===== config.mk =====
export PLATFORM = sky130hd
export DESIGN_NAME = utf8_to_ucs2_decoder
export DESIGN_NICKNAME = d
export VERILOG_FILES = /design/src/utf8d_pkg.sv /design/src/utf8d_decode.sv /design/src/utf8d_out_reg.sv /design/src/utf8_to_ucs2_decoder.sv
export SDC_FILE = /design/constraint.sdc
export NUM_CORES = 1
export LEC_CHECK = 0
export BUFFER_PORTS_ARGS = -buffer_cell sky130_fd_sc_hd__buf_2
export CAP_MARGIN = 15
export CORE_MARGIN = 3
export CORE_UTILIZATION = 55
export CTS_CLUSTER_SIZE = 20
export DETAILED_ROUTE_END_ITERATION = 6
export PLACE_DENSITY = 0.8
export SLEW_MARGIN = 20
export SYNTH_ARGS = -nofsm -noshare
export SYNTH_HDL_FRONTEND = slang
export SYNTH_SLANG_ARGS = --single-unit

===== constraint.sdc =====
create_clock -name clk_i -period 3.56 [get_ports clk_i]
set_input_delay 0.356 -clock clk_i [delete_from_list [all_inputs] [get_ports clk_i]]
set_output_delay 0.356 -clock clk_i [all_outputs]
set_load 0.1 [all_outputs]

===== src/utf8d_pkg.sv =====
package utf8d_pkg;

  // Lead-byte classes, by the number of leading ones
  typedef enum logic [2:0] {
    CLS_ASCII = 3'd0,
    CLS_CONT  = 3'd1,
    CLS_LEAD2 = 3'd2,
    CLS_LEAD3 = 3'd3,
    CLS_BAD   = 3'd4
  } byte_cls_e;

  localparam logic [7:0] ASCII_MASK = 8'h7f;
  localparam logic [7:0] CONT_MASK  = 8'h3f;
  localparam logic [7:0] LEAD_MASK  = 8'h1f;
  localparam logic [7:0] TERM_BYTE  = 8'h00;

  // Decoder state shared with the top-level registers
  typedef struct packed {
    logic [1:0]  pending;
    logic [15:0] partial;
    logic        err;
  } dec_state_t;

  // Per-byte decision from the decode logic
  typedef struct packed {
    dec_state_t  nxt;
    logic        emit;
    logic        char_valid;
    logic        bad;
    logic        str_end;
    logic        cnt_inc;
    logic        cnt_clr;
    logic [15:0] code_point;
  } dec_ctl_t;

  // One result item as held in the output register
  typedef struct packed {
    logic [15:0] char_count;
    logic [15:0] code_point;
    logic        bad_encoding;
    logic        char_valid;
    logic        string_end;
  } res_t;

  function automatic byte_cls_e classify(input logic [7:0] b);
    byte_cls_e c;
    if (!b[7]) c = CLS_ASCII;
    else if (!b[6]) c = CLS_CONT;
    else if (!b[5]) c = CLS_LEAD2;
    else if (!b[4]) c = CLS_LEAD3;
    else c = CLS_BAD;
    return c;
  endfunction

endpackage


===== src/utf8d_decode.sv =====
module utf8d_decode
  import utf8d_pkg::*;
(
  input  logic [7:0] data_byte_i,
  input  dec_state_t state_i,
  output dec_ctl_t   ctl_o
);

  byte_cls_e cls;

  always_comb begin
    cls = classify(data_byte_i);
    ctl_o = '0;
    ctl_o.nxt = state_i;

    if (data_byte_i == TERM_BYTE) begin
      // terminator: unfinished sequence counts as an error
      ctl_o.emit    = 1'b1;
      ctl_o.str_end = 1'b1;
      ctl_o.bad     = state_i.err || (state_i.pending != 2'd0);
      ctl_o.cnt_clr = 1'b1;
      ctl_o.nxt     = '0;
    end else if (state_i.err) begin
      // drop until terminator
      ctl_o.emit = 1'b0;
    end else if (state_i.pending != 2'd0) begin
      if (cls != CLS_CONT) begin
        ctl_o.emit = 1'b1;
        ctl_o.bad  = 1'b1;
        ctl_o.nxt  = '{pending: 2'd0, partial: 16'd0, err: 1'b1};
      end else begin
        ctl_o.nxt.partial = {state_i.partial[9:0], data_byte_i[5:0] & CONT_MASK[5:0]};
        ctl_o.nxt.pending = state_i.pending - 2'd1;
        if (state_i.pending == 2'd1) begin
          ctl_o.emit       = 1'b1;
          ctl_o.char_valid = 1'b1;
          ctl_o.cnt_inc    = 1'b1;
          ctl_o.code_point = ctl_o.nxt.partial;
        end
      end
    end else begin
      unique case (cls)
        CLS_ASCII: begin
          ctl_o.emit       = 1'b1;
          ctl_o.char_valid = 1'b1;
          ctl_o.cnt_inc    = 1'b1;
          ctl_o.code_point = {8'd0, data_byte_i & ASCII_MASK};
        end
        CLS_LEAD2, CLS_LEAD3: begin
          ctl_o.nxt.partial = {8'd0, data_byte_i & LEAD_MASK};
          ctl_o.nxt.pending = (cls == CLS_LEAD2) ? 2'd1 : 2'd2;
        end
        default: begin
          ctl_o.emit = 1'b1;
          ctl_o.bad  = 1'b1;
          ctl_o.nxt  = '{pending: 2'd0, partial: 16'd0, err: 1'b1};
        end
      endcase
    end
  end

endmodule


===== src/utf8d_out_reg.sv =====
module utf8d_out_reg
  import utf8d_pkg::*;
(
  input  logic clk_i,
  input  logic rst_ni,
  input  logic wr_i,
  input  res_t res_i,
  output logic ready_o,
  output logic valid_o,
  input  logic take_i,
  output res_t res_o
);

  logic valid_q, valid_d;
  res_t res_q;

  assign ready_o = !valid_q || take_i;
  assign valid_d = wr_i ? 1'b1 : (valid_q && !take_i);

  always_ff @(posedge clk_i or negedge rst_ni) begin
    if (!rst_ni) begin
      valid_q <= 1'b0;
    end else begin
      valid_q <= valid_d;
    end
  end

  always_ff @(posedge clk_i) begin
    if (wr_i) begin
      res_q <= res_i;
    end
  end

  assign valid_o = valid_q;
  assign res_o   = res_q;

endmodule


===== src/utf8_to_ucs2_decoder.sv =====
// Path: byte register -> decode logic -> state and result registers; the
// result (if any) of an accepted byte is written to the result register.
// Throughput: one byte per cycle while the result side takes results.
// Backpressure on the result side stalls only bytes that produce a result.
// Reset (rst_ni low, asynchronous) empties both stages and clears the state.
module utf8_to_ucs2_decoder
  import utf8d_pkg::*;
#(
  parameter int COUNT_WIDTH = 16
) (
  input  logic        clk_i,
  input  logic        rst_ni,
  // input stream
  input  logic        s_axis_tvalid_i,
  output logic        s_axis_tready_o,
  input  logic [7:0]  s_axis_tdata_i,   // [7:0] data_byte
  // output stream
  output logic        m_axis_tvalid_o,
  input  logic        m_axis_tready_i,
  output logic [31:0] m_axis_tdata_o,   // [15:0] code_point, [31:16] char_count
  output logic [1:0]  m_axis_tuser_o,   // [0] char_valid, [1] bad_encoding
  output logic        m_axis_tlast_o    // string_end
);

  localparam logic [COUNT_WIDTH-1:0] CntMax = '1;

  // input byte register
  logic       in_v_q, in_v_d;
  logic [7:0] in_byte_q;

  // decoder state
  dec_state_t             st_q;
  logic [COUNT_WIDTH-1:0] cnt_q, cnt_d, cnt_inc;
  logic [31:0]            cnt_ext;

  dec_ctl_t ctl;
  res_t     res_d, res_q;
  logic     out_ready, out_valid, out_wr, adv;

  utf8d_decode u_decode (
    .data_byte_i (in_byte_q),
    .state_i     (st_q),
    .ctl_o       (ctl)
  );

  // A byte leaves the input register once its result (if any) has a slot.
  assign adv             = in_v_q && (!ctl.emit || out_ready);
  assign out_wr          = adv && ctl.emit;
  assign s_axis_tready_o = !in_v_q || adv;
  assign in_v_d          = s_axis_tvalid_i ? 1'b1 : (in_v_q && !adv);

  always_ff @(posedge clk_i or negedge rst_ni) begin
    if (!rst_ni) begin
      in_v_q <= 1'b0;
    end else begin
      in_v_q <= in_v_d;
    end
  end

  always_ff @(posedge clk_i) begin
    if (s_axis_tvalid_i && s_axis_tready_o) begin
      in_byte_q <= s_axis_tdata_i;
    end
  end

  // saturating character counter
  assign cnt_inc = (cnt_q == CntMax) ? cnt_q : cnt_q + COUNT_WIDTH'(1);

  always_comb begin
    cnt_d = cnt_q;
    if (ctl.cnt_clr) cnt_d = '0;
    else if (ctl.cnt_inc) cnt_d = cnt_inc;
  end

  always_ff @(posedge clk_i or negedge rst_ni) begin
    if (!rst_ni) begin
      st_q  <= '0;
      cnt_q <= '0;
    end else if (adv) begin
      st_q  <= ctl.nxt;
      cnt_q <= cnt_d;
    end
  end

  // count reported with the result: after increment for chars, else current;
  // clipped to 16 bits for wide counters
  assign cnt_ext = 32'(ctl.cnt_inc ? cnt_inc : cnt_q);

  always_comb begin
    res_d.char_count   = (cnt_ext > 32'h0000_ffff) ? 16'hffff : cnt_ext[15:0];
    res_d.code_point   = ctl.code_point;
    res_d.bad_encoding = ctl.bad;
    res_d.char_valid   = ctl.char_valid;
    res_d.string_end   = ctl.str_end;
  end

  utf8d_out_reg u_out_reg (
    .clk_i   (clk_i),
    .rst_ni  (rst_ni),
    .wr_i    (out_wr),
    .res_i   (res_d),
    .ready_o (out_ready),
    .valid_o (out_valid),
    .take_i  (m_axis_tready_i),
    .res_o   (res_q)
  );

  assign m_axis_tvalid_o = out_valid;
  assign m_axis_tdata_o  = {res_q.char_count, res_q.code_point};
  assign m_axis_tuser_o  = {res_q.bad_encoding, res_q.char_valid};
  assign m_axis_tlast_o  = res_q.string_end;

endmodule


==> metrics.yaml <==
cp-end-kind: "output pin"
numPortBuffers: 48
wl_per_cell_microns: 15.72
max_slew_margin_pct: 44.72
post-cts-setup-buffers: 0
grt_pass1_wl_microns: 11700
asyncSetResetFlopFracSynth_pct: 41.89
final_cell_area_sq_um: 4100
yosysSeqAreaShare_pct: 57.60
rsz0062_at_grt: "false"
grt_max_degree: 32
grt_usage_pct: 20.24
place_area_sq_um: 3896
drcViolationCount: 0
final_common_cell: "buf_2"
die_w_microns: 86.78
cts_tree: "done"
preCtsSetupSlack_ps: 907.7
row_count: 28
vdd_drop_max_uv: 337.3
antenna_found_initial: 0
avgSynthCellArea_sq_um: 11.61
drt-total-wl_microns: 6902
dr.pass1.iters: 5
synth_flop_cell: "edfxtp_1"
n_fill_cell: 460
path_max_fanout: 11
numCtsBuffers: 9
cts_sinks: 74
drive_gt1_share_pct: 21.70
clockRootBuffer: "clkbuf_8"
min_period_ps: 2945
max_cap_violations: 0
drt_iter0_markers: 143
gr-total-overflow: 0
grt_pass1_vias: 2427
startpoint_type: "register"
synth_seq_cells: 74
io_pins: 49
finalNetCount: 375
place_congestion: 0.8187
clkTransAtPathRegs_ps: 70
die-area_sq_um: 7530
n_antenna_cell: 0
path_class: "register to output pin"
syn_area_sq_um: 3588
synth-edff-count: 43
finalSetupTns_ps: 0
max_freq_mhz: 339.6
setup_viol: 0
hold_violations: 0
synth_fp_nets: 325
core-area_sq_um: 6131
cts_hold_buf: 0
cp_data_arrival_time_ps: 2590
crit_required_ps: 3200
fin_skew_ps: 13.86
reg2reg_slack_ps: 860
layout_common_cells: "buf_2, edfxtp_1, dfrtp_1"
period_share_pct: 82.72
clockBufferDepth: 2
syn_to_final_growth_pct: 14.26
p_leak_uw: 0.001779
clkLatencyLatePin_ps: 350
h-tree-depth: 3
postRouteAntennaNets: 0
vias: 2551
postCtsResizedCells: 0
synth.distinct_cells: 52
r2r_cells: 7
pwr_density_cell_nw_per_um2: 522.3
start_util_pct: 58.53
via_per_inst: 5.811
die_h_microns: 86.78
maxSlewViolCount: 0
place_hpwl_microns: 4765
hold_class: "primary input to asynchronous set/reset pin"
whs_ps: 57.65
outcome: "finished, final reports clean"
worst_pin_slew_ps: 829.0
netlist_instances: 309
ys_warn_count: 0
fin_ws_ps: 615.1
cell usage after synthesis, types with 2 or more instances:
cell | n | area (sq um)
edfxtp_1 | 43 | 1291
dfrtp_1 | 31 | 775.7
nand2_1 | 23 | 86.33
and2_1 | 21 | 131.4
nor2_1 | 18 | 67.56
inv_1 | 17 | 63.81
a21oi_1 | 14 | 70.07
mux2i_1 | 12 | 120.1
and3_1 | 11 | 68.82
nor3_1 | 11 | 55.05
nand3_1 | 9 | 45.04
a211o_1 | 8 | 70.07
xor2_1 | 8 | 70.07
nand4_1 | 6 | 37.54
clkbuf_1 | 5 | 18.77
buf_2 | 4 | 20.02
ha_1 | 4 | 50.05
mux2_1 | 4 | 45.04
nand2b_1 | 4 | 25.02
o21ai_0 | 4 | 20.02
xnor2_1 | 4 | 35.03
a21o_1 | 3 | 22.52
buf_4 | 3 | 22.52
nor2b_1 | 3 | 18.77
o21ai_1 | 3 | 15.01
or4_1 | 3 | 22.52
a22o_1 | 2 | 17.52
a41oi_1 | 2 | 17.52
nor4b_1 | 2 | 17.52
o211ai_1 | 2 | 15.01
o21a_1 | 2 | 15.01
o21ai_2 | 2 | 17.52
or4_4 | 2 | 22.52
kinds of logic (layout without fill, tap and decap cells):
logic type                 after synthesis  count (layout)  synth area share, %
adders and majority gates                4               4                1.395
muxes                                   16              16                4.603
xor gates and xnor gates                12              12                2.929
AOI/OAI and AO/OA                       52              52                11.05
buffers and inverters                   30              85                3.591
and+or+nand+nor                        121             121                18.83
DFF                                     74              74                57.60
stage by stage:
stage | instances | utilization (%) | power [uW]
5_1_grt | 439 | 66.88 | 2255
2_1_floorplan | 309 | - | 1406
4_1_cts | 439 | 66.88 | 2151
6_report | 439 | 66.88 | 2142
3_5_place_dp | 423 | 63.55 | 1490
3_3_place_gp | 423 | 63.55 | 1470
final timing paths:
kind	from	endpoint
max	st_q[17]	s_axis_tready_o
min	rst_ni	st_q[5]
max reg2reg	st_q[17]	u_out_reg.res_o[33]
min reg2reg	st_q[8]	st_q[8]
max in group asynchronous	rst_ni	cnt_q[12]
min in group clk_i	s_axis_tdata_i[4]	in_byte_q[4]
power by group:
group	switching, uW	internal, uW	leakage [uW]
clock	304	358	0.000105
combinational	190	143	0.000890
sequential	127	1020	0.000784
worst max-delay path, stage by stage, from the launching register on:
cell and delay, ps:
dfrtp_1 400, inv_1 80, ha_1 320, nor4b_1 450, a311oi_2 140, or2_1 280, nand3_1 130, buf_2 440
per-layer routing:
layer / part of all wire, % / up-vias / global-route usage (%)
met5: 0 / - / 0
met4: 2.0 / 0 / 8.640
met3: 6.2 / 15 / 4.087
met2: 46 / 108 / 30.60
met1: 46 / 1201 / 28.53
li1: - / 1227 / -
final cells by class:
| type | count | area, sq um | share of cell area (%) |
|---|---|---|---|
| multi-input combinational | 205 | 1393 | 33.96 |
| sequential | 74 | 2067 | 50.41 |
| inverter | 18 | 67.56 | 1.648 |
| clock buffer | 11 | 151.4 | 3.692 |
| tap | 75 | 93.84 | 2.289 |
| timing repair buffer | 51 | 275.3 | 6.713 |
| clock inverter | 5 | 52.55 | 1.282 |
sequential cells by signal, summed over array words and instances (netlist names):
| name | flops |
|---|---|
| cnt_q | 16 |
| in_byte_q | 8 |
| in_v_q | 1 |
| st_q | 13 |
| u_out_reg.res_o | 35 |
| u_out_reg.valid_o | 1 |
(Power assumes the default switching activity.)
